==> src/rtl/csq_fifo.sv <==
// Short queue between the sample front end and the histogram/evaluation back end.
// No dependencies.
`timescale 1ns / 1ps
module csq_fifo #(
  parameter int WIDTH = 8,
  parameter int DEPTH = 4,
  localparam int PW = $clog2(DEPTH),
  localparam int CW = $clog2(DEPTH + 1)
) (
  input  logic             clk,
  input  logic             rst,
  input  logic             push,
  input  logic [WIDTH-1:0] wdata,
  output logic             full,
  input  logic             pop,
  output logic [WIDTH-1:0] rdata,
  output logic             empty
);
  logic [WIDTH-1:0] slots [DEPTH];
  logic [PW-1:0]    wptr, rptr;
  logic [CW-1:0]    count;

  assign full  = (count == CW'(DEPTH));
  assign empty = (count == '0);
  assign rdata = slots[rptr];

  always_ff @(posedge clk) begin
    if (push) begin
      slots[wptr] <= wdata;
    end
  end

  always_ff @(posedge clk) begin
    if (rst) begin
      wptr  <= '0;
      rptr  <= '0;
      count <= '0;
    end else begin
      if (push) begin
        wptr <= (wptr == PW'(DEPTH - 1)) ? '0 : wptr + 1'b1;
      end
      if (pop) begin
        rptr <= (rptr == PW'(DEPTH - 1)) ? '0 : rptr + 1'b1;
      end
      count <= count + CW'(push) - CW'(pop);
    end
  end
endmodule

==> config.mk <==
export PLATFORM = sky130hd
export DESIGN_NAME = csq_fifo
export DESIGN_NICKNAME = d
export VERILOG_FILES = /design/src/rtl/csq_fifo.sv
export SDC_FILE = /design/constraint.sdc
export NUM_CORES = 1
export LEC_CHECK = 0
export BUFFER_PORTS_ARGS = -buffer_cell sky130_fd_sc_hd__buf_2
export CAP_MARGIN = 10
export CORE_MARGIN = 8
export CORE_UTILIZATION = 30
export CTS_BUF_LIST = sky130_fd_sc_hd__clkbuf_8
export CTS_CLUSTER_DIAMETER = 30
export DETAILED_ROUTE_END_ITERATION = 12
export PLACE_DENSITY = 0.58
export SLEW_MARGIN = 10
export SYNTH_ARGS = -nofsm -noshare
export SYNTH_HDL_FRONTEND = slang
export SYNTH_SLANG_ARGS = --single-unit
==> constraint.sdc <==
create_clock -name clk -period 1.6 [get_ports clk]
set_input_delay 0.32 -clock clk [delete_from_list [all_inputs] [get_ports clk]]
set_output_delay 0.32 -clock clk [all_outputs]
set_load 0.01 [all_outputs]
==> results of run 1 <==
-- placed cells by master (no fill, tap or decap), types with 3 or more instances in the layout --
cell / count
ha_1: 5
buf_2: 16
clkbuf_8: 6
mux4_2: 8
buf_6: 5
inv_1: 6
nor2_1: 3
edfxtp_1: 32
dfxtp_1: 7
and2_1: 4
-- registers in the layout (all words and copies together) (netlist names), named ones only --
signal,count
count,3
slots,32
rptr,2
wptr,2
-- final cells by class --
class | count | share of cell area
clock buffers | 6 | 0.04183
clock inverters | 2 | 0.003802
inverters | 6 | 0.01141
multi-input cells | 36 | 0.2326
flip-flops and latches | 41 | 0.5792
well taps | 70 | 0.04436
repair buffers | 24 | 0.08682
-- power breakdown --
| part | total [uW] | internal [uW] | switching (uW) |
|---|---|---|---|
| logic | 354 | 198 | 156 |
| registers | 1250 | 1220 | 32.4 |
| clock network | 653 | 338 | 315 |
-- metal layers --
layer  up-vias  part of all wire  GRT usage  wire length [um]
li1        375                 -          -                 -
met5         -                 0          0                 0
met3         6             0.064    0.02849               166
met4         0             0.022    0.04985                57
met2        20              0.51     0.1232              1313
met1       394              0.41    0.07211              1059
-- per-stage QoR --
step | instances | hold WS (ps) | setup slack, ps | area, sq um | util
2_1_floorplan | 85 | 389.1 | 98.11 | 1612 | -
3_3_place_gp | 177 | 491.5 | -4.199 | 1823 | 0.3547
3_5_place_dp | 177 | 507.4 | -49.34 | 1823 | 0.3547
4_1_cts | 185 | 232.2 | -179.4 | 1939 | 0.3773
5_1_grt | 185 | 230.2 | -193.1 | 1974 | 0.3841
6_report | 185 | 245.1 | -145.8 | 1974 | 0.3841
-- worst max-delay path: stages (launching register included) --
cell	delay, ps
dfxtp_2	340
buf_12	140
mux4_2	520
buf_6	140
-- what timing repair did --
item | in CTS | in global routing
hold buffers | 0 | 0
pin swaps | 0 | 3
setup endpoints to repair | 8 | 9
resized for setup | 5 | 8
-- cell families after synthesis --
logic type	after synthesis	synth area share
DFF	41	0.7081
xor gates and xnor gates	1	0.01475
buffers and inverters	8	0.02406
adders and majority gates	8	0.06677
muxes	10	0.1242
and+or+nand+nor	15	0.05590
AOI/OAI and AO/OA	2	0.006211
-- worst max path at each step --
stage,end,slack (ps)
floorplan,count[2],100
global placement,count[2],-4
detailed placement,count[2],-50
CTS,rdata[5],-180
global route,rdata[5],-190
finish,rdata[5],-150
==> results.cfg, run 1 <==
[outcome]
status = finished with violations
violations = negative setup slack

[power_and_ir_drop]
leakagePower_uw = 0.0007270
power_density_nw_per_um2 = 1142
totalPowerFinal_uw = 2255
ir_drop_mv = 0.5202

[sta]
finalSetupViolations = 8
rsz0062_at_grt = yes
fin_setup_tns_ps = -1030
worst_slew_pin_slew_ps = 446.3
fmax_mhz = 572.8
slew_headroom = 0.7025
fin_crit_sh = 1.091
finalWorstSetupSlack_ps = -145.8
min_period_ps = 1746
maxSlewViolCount = 0
finalHoldViolCount = 0
finalClockSkew_ps = 2.684

[yosys]
syn_area_per_cell_sq_um = 18.96
syn-num-nets = 105
netlist_area_sq_um = 1612
synth.distinct_cells = 18
yosysMostFrequentCell = edfxtp_1
yosysSeqAreaShare = 0.7081
synthTopCellsByArea = edfxtp_1 (60%), dfxtp_1 (11%), mux4_2 (11%)
ys_seq_elements = 41
synth_top_area_frac = 0.5963
synth_ff_type = edfxtp_1
syn_inst = 85
synth-edff-count = 32
async_flop_share = 0
synthTopCellsByCount = edfxtp_1 (32), dfxtp_1 (9), mux4_2 (8), ha_1 (7), inv_1 (6)
yosysWarnings = 0
yosys.area.top_type = edfxtp_1

[clock_network]
cts.sinks = 41
cts_inserted_buffers = 5
cts-root-buf = clkbuf_8
insertion_delay_ps = 290
clock_path_buffers = 2
h-tree-depth = 2
clk_pin_slew_ps = 70
cts_tree = yes
cts_setup_buffers = 0

[floorplanning]
start_util = 0.3135
ios = 22
core_sq_um = 5140
fp-row-count = 26
die_area_sq_um = 7973
die_h_um = 89.29
die_x_um = 89.29

[route]
detail_route.wl_per_cell_um = 14.03
vias = 795
routed_via_density = 4.297
routed_wl_mm = 2.595
drcViolationCount = 0
drtIter0Drc = 40
drt_pass1_iterations = 4
ant_nets = 0

[layout]
fill_cells = 505
final_nets = 134
drive_gt1_frac = 0.3913
regArea_sq_um = 1144
area_growth_syn_to_layout_pct = 22.52
multiInputGateArea_sq_um = 459.2
antenna_cells = 0

[setup_path]
r2r-start = count[0]
cp-start-kind = flip-flop
crit_path_max_fanout = 8
critPathCaptureType = output port
r2r_end = count[2]
required_ps = 1280
rrSetupSlack_ps = 90
critical_path_class = reg -> out
r2r_cells = 7
cp.arrival_ps = 1430

[grt]
grt_overflow_total = 0
grt_max_degree = 13
antenna_found_initial = 0
grt_pass1_vias = 862
grt_pass1_wl_mm = 3.988
globalRouteTotalUtil = 0.07276

[min_path]
hold_path_class = in -> reg
hp-start = wdata[4]
holdPathStages = 1
hold_end = slots[2][4]

[placed_design]
port_buffers = 21
hpwl_mm = 1.826
gp_congestion = 0.6258

[run]
drv_cap = 0
(Power assumes the default switching activity.)
==> run 2: changes to the inputs <==
- clock period: 1.6 -> 1.5 ns (I/O delays scaled with it)
==> run 2 against run 1 <==
Against the previous run:
- the run still ends with negative setup slack left
- critical endpoint is now rdata[4]
- worst hold slack worse by 20 ps
- clock-buffer cell count unchanged
- cell count up 2.7%
- via count up 2.3%
- sequential share of layout area down 2.1 points
- largest power group unchanged
==> results.cfg, run 2 (synthesis gave the netlist of run 1 again) <==
[outcome]
status = finished with violations
violations = negative setup slack

[layout]
largestRegisters = slots x32, count x3
largest_register_ffs = 32
final_cell_area_sq_um = 2047
layout_commonest_cell = edfxtp_1
final_cell_mix = edfxtp_1 (32), buf_2 (17), mux4_2 (8)
area_growth_syn_to_layout_pct = 27.02
final_nets = 139
drive_gt1_frac = 0.4333
top_register = slots
antenna_cells = 0

[sta]
slew_headroom = 0.8954
maxSlewViolCount = 0
finalClockSkew_ps = 5.386
rsz0062_at_grt = yes
worst_slew_pin_slew_ps = 155.7
min_period_ps = 1724
finalWorstSetupSlack_ps = -224.1
fmax_mhz = 580.0
fin_crit_sh = 1.149
finalSetupViolations = 8
finalHoldViolCount = 0

[setup_path]
cp-start-kind = flip-flop
cpMaxStageDelayCell = mux4_2
crit_path_max_fanout = 8
worstPathCellList = buf_12, mux4_2, buf_6
r2r_cells = 7
r2r-start = count[0]
crit_path_end = rdata[4]
cp.arrival_ps = 1420
crit_path_max_incr_delay_ps = 520
critPathCaptureType = output port
required_ps = 1200
r2r_end = count[2]
rrSetupSlack_ps = 10
critical_path_class = reg -> out

[clock_network]
cts_inserted_buffers = 5
h-tree-depth = 2
cts.sinks = 41
insertion_delay_ps = 280
clock_path_buffers = 2
clk_pin_slew_ps = 80
cts_tree = yes
hold_buffers = 0
cts-root-buf = clkbuf_8

[grt]
grt_pass1_vias = 901
globalRouteTotalUtil = 0.07158
grt_pass1_wl_mm = 4.160
grt_overflow_total = 0
grt_max_degree = 13
antenna_found_initial = 0

[floorplanning]
die_x_um = 89.29
start_util = 0.3135
die_area_sq_um = 7973
ios = 22
fp-row-count = 26
die_h_um = 89.29
core_sq_um = 5140

[placed_design]
gp_congestion = 0.6323
place_area_sq_um = 1866
hpwl_mm = 1.842
port_buffers = 21

[power_and_ir_drop]
switching_power_uw = 553.9
internal_power_uw = 2056
p_comb_frac = 0.151
share_clk_of_total_power = 0.338
totalPowerFinal_uw = 2610
seqPwrFrac = 0.511
power_density_nw_per_um2 = 1275
swShare = 0.2123
leakagePower_uw = 0.0007624
ir_drop_mv = 0.5084

[min_path]
hold_path_class = in -> reg

[route]
drtIter0Drc = 18
vias = 813
detail_route.wl_per_cell_um = 13.70
drt_pass1_iterations = 4
ant_nets = 0
routed_wl_mm = 2.603
routed_via_density = 4.279
drcViolationCount = 0

[run]
drv_cap = 0
[run 2: cell count changes in the layout (fill, tap and decap cells not counted), sizes merged]
cell and change:
inv -1, buf +5, bufinv +1
[run 2: power groups by stage]
stage | sequential (uW) | combinational (uW) | clock [uW]
final | 1330 | 394 | 883
after global routing | 1340 | 440 | 949
after CTS | 1330 | 389 | 905
after detailed placement | 1360 | 354 | 0
after global placement | 1350 | 345 | 0
after floorplan | 1340 | 225 | 0
[run 2: area by class of cell]
| class | instances | area (sq um) |
|---|---|---|
| multi-input combinational | 36 | 461.7 |
| clock buffer | 6 | 82.58 |
| tap | 70 | 87.58 |
| fill | 495 | 3093 |
| clock inverter | 2 | 33.78 |
| timing repair buffer | 29 | 215.2 |
| sequential | 41 | 1144 |
| inverter | 6 | 22.52 |
[run 2: repair_timing]
| item | in CTS | in global routing |
|---|---|---|
| resized for setup | 10 | 3 |
| buffers inserted | 1 | 0 |
| setup endpoints to repair | 10 | 10 |
| pin swaps | 3 | 2 |
[run 2: critical path: cells and delay by family, from the launching register on]
| family | cells | cell delay [ps] |
|---|---|---|
| flip-flops | 1 | 340 |
| buffers and inverters | 2 | 280 |
| multiplexers | 1 | 520 |
[run 2: routing by layer]
metal | GRT usage | wire length [um] | vias up
met4 | 0.02719 | 23 | 0
li1 | - | - | 384
met1 | 0.07989 | 1147 | 404
met3 | 0.02757 | 151 | 5
met2 | 0.1205 | 1280 | 20
met5 | 0 | 0 | -
[run 2: how the worst min path moves through the flow]
stage / start / endpoint / slack (ps) / depth (start not counted)
2_1_floorplan: rst / wptr[0] / 370 / 1
3_3_place_gp: rptr[0] / rptr[0] / 500 / 2
3_5_place_dp: rptr[0] / flip-flop / 510 / 2
4_1_cts: wdata[1] / slots[3][1] / 220 / 1
5_1_grt: wdata[1] / slots[3][1] / 220 / 1
6_report: wdata[1] / slots[2][1] / 220 / 1
[run 2: through the flow]
stage | TNS (ps) | hold WS [ps] | std cells | util | setup WS, ps
after global placement | -129.0 | 496.3 | 181 | 0.3630 | -89.04
after global routing | -2241 | 220.8 | 190 | 0.3982 | -286.4
after floorplan | -1.893 | 369.1 | 85 | - | -1.893
after CTS | -1911 | 218.7 | 190 | 0.3953 | -259.3
final | -1662 | 224.9 | 190 | 0.3982 | -224.1
after detailed placement | -195.0 | 510.5 | 181 | 0.3630 | -140.5
==> run 3: changes to the inputs <==
- SETUP_SLACK_MARGIN: not set -> 0.5
==> run 3 against run 2 <==
Against the previous run:
- the flow still finishes with violations (negative setup slack)
- routed wire length rose by 7.6%
- sequential share of layout area fell by 2.1 points
- sequential power barely moved
- non-clock buffer count did not move
- worst hold slack improved by 1.9 ps
- clock skew fell by 0.71 ps
- power rose by 1.4%
- worst setup slack got worse by 2.9 ps
- fmax fell by 0.17%
- sequential cell count did not move
- via count rose by 1.5%
- register-to-register slack got worse by 40 ps
- critical endpoint is now rdata[3]
- largest cell class unchanged
- highest routed layer unchanged
==> results.cfg, run 3 (synthesis gave the netlist of run 1 again) <==
[setup_path]
rrSetupSlack_ps = -30
critical_path_class = reg -> out
crit_path_max_fanout = 8
required_ps = 1200
cp.arrival_ps = 1430
cp-start-kind = flip-flop
cpMaxStageDelayCell = mux4_2
worstPathCellList = buf_12, mux4_2, buf_6
critPathCaptureType = output port
crit_path_max_incr_delay_ps = 530

[power_and_ir_drop]
seqPwrFrac = 0.509
swShare = 0.2199
leakagePower_uw = 0.0007722
power_density_nw_per_um2 = 1232
switching_power_uw = 582.1
internal_power_uw = 2065
p_comb_frac = 0.178
ir_drop_mv = 0.7726
share_clk_of_total_power = 0.313

[clock_network]
clk_pin_slew_ps = 70
clock_path_buffers = 2
h-tree-depth = 2
cts_tree = yes
cts_inserted_buffers = 5
cts.sinks = 41
insertion_delay_ps = 280
cts-root-buf = clkbuf_8

[sta]
finalClockSkew_ps = 4.679
worst_slew_pin_slew_ps = 157.4
rsz0062_at_grt = yes
finalWorstSetupSlack_ps = -227.0
fin_crit_sh = 1.151
finalHoldViolCount = 0
min_period_ps = 1727
fmax_mhz = 579.0
finalSetupViolations = 10
slew_headroom = 0.8921
maxSlewViolCount = 0

[grt]
grt_pass1_vias = 928
antenna_found_initial = 0
grt_pass1_wl_mm = 4.471
grt_max_degree = 13
grt_overflow_total = 0
globalRouteTotalUtil = 0.07698

[layout]
top_register = slots
final_cell_area_sq_um = 2148
layout_commonest_cell = edfxtp_1
final_cell_mix = edfxtp_1 (32), buf_2 (15), buf_6 (9)
final_nets = 139
area_growth_syn_to_layout_pct = 33.31
drive_gt1_frac = 0.6000
antenna_cells = 0
largest_register_ffs = 32
largestRegisters = slots x32, count x3

[placed_design]
gp_congestion = 0.7290
hpwl_mm = 1.889
place_ws_ps = -90.02
port_buffers = 21
place_area_sq_um = 1867

[outcome]
status = finished with violations
violations = negative setup slack

[route]
drt_pass1_iterations = 4
routed_wl_mm = 2.802
routed_via_density = 4.342
ant_nets = 0
detail_route.wl_per_cell_um = 14.75
drtIter0Drc = 25
vias = 825
drcViolationCount = 0

[floorplanning]
die_x_um = 89.29
ios = 22
core_sq_um = 5140
fp-row-count = 26
start_util = 0.3135
die_area_sq_um = 7973
die_h_um = 89.29

[min_path]
hold_path_class = in -> reg

[run]
drv_cap = 0
==> run 3: cell count changes in the layout (fill, tap and decap cells not counted), sizes merged <==
cell	previous run	this run
clkinv	0	1
clkbuf	6	5
==> run 3: through the flow <==
stage / util / TNS, ps / hold WS [ps] / total power [uW] / cells
after floorplan: - / 0 / 361.7 / 1590 / 85
after global placement: 0.3632 / -50.65 / 478.3 / 1704 / 177
after detailed placement: 0.3632 / -130.9 / 488.4 / 1725 / 177
after CTS: 0.4097 / -1871 / 222.0 / 2630 / 188
after global routing: 0.4180 / -2302 / 211.2 / 2781 / 190
final: 0.4180 / -1700 / 226.7 / 2647 / 190
==> run 3: path summary, 6_finish.rpt <==
| path | start | cells past startpoint | end |
|---|---|---|---|
| max | flip-flop | 3 | rdata[3] |
| max reg2reg | count[0] | 6 | count[1] |
| min | wdata[4] | 1 | slots[0][4] |
| min reg2reg | rptr[1] | 2 | rptr[1] |
==> run 3: what timing repair did <==
action / CTS / global route
endpoints found under the setup margin: 49 / 49
hold buffers: 0 / 0
pin swaps: 5 / 4
resized for setup: 27 / 7
buffers inserted: 3 / 2
==> run 3: metal layers <==
metal / vias up / wire, um / global-route usage
li1: 387 / - / -
met1: 412 / 1160 / 0.08599
met2: 22 / 1427 / 0.1273
met3: 4 / 188 / 0.03401
met4: 0 / 26 / 0.02719
met5: - / 0 / 0
==> run 3: cell type report <==
class	count	area, sq um
multi-input cells	36	545.5
well taps	70	87.58
flip-flops and latches	41	1155
inverters	6	27.53
clock inverters	3	37.54
clock buffers	5	68.82
repair buffers	29	226.5
fillers	494	2992
==> run 3: worst max-delay path: cells and delay by family (launching register included) <==
family                 cells  cell delay [ps]
buffers and inverters      2              280
multiplexers               1              530
flip-flops                 1              340
==> run 3: power by group through the flow <==
stage | Sequential [uW] | Clock [uW] | Combinational, uW
6_report | 1350 | 828 | 470
5_1_grt | 1360 | 907 | 519
4_1_cts | 1350 | 846 | 437
3_5_place_dp | 1360 | 0 | 366
3_3_place_gp | 1350 | 0 | 352
2_1_floorplan | 1350 | 0 | 242
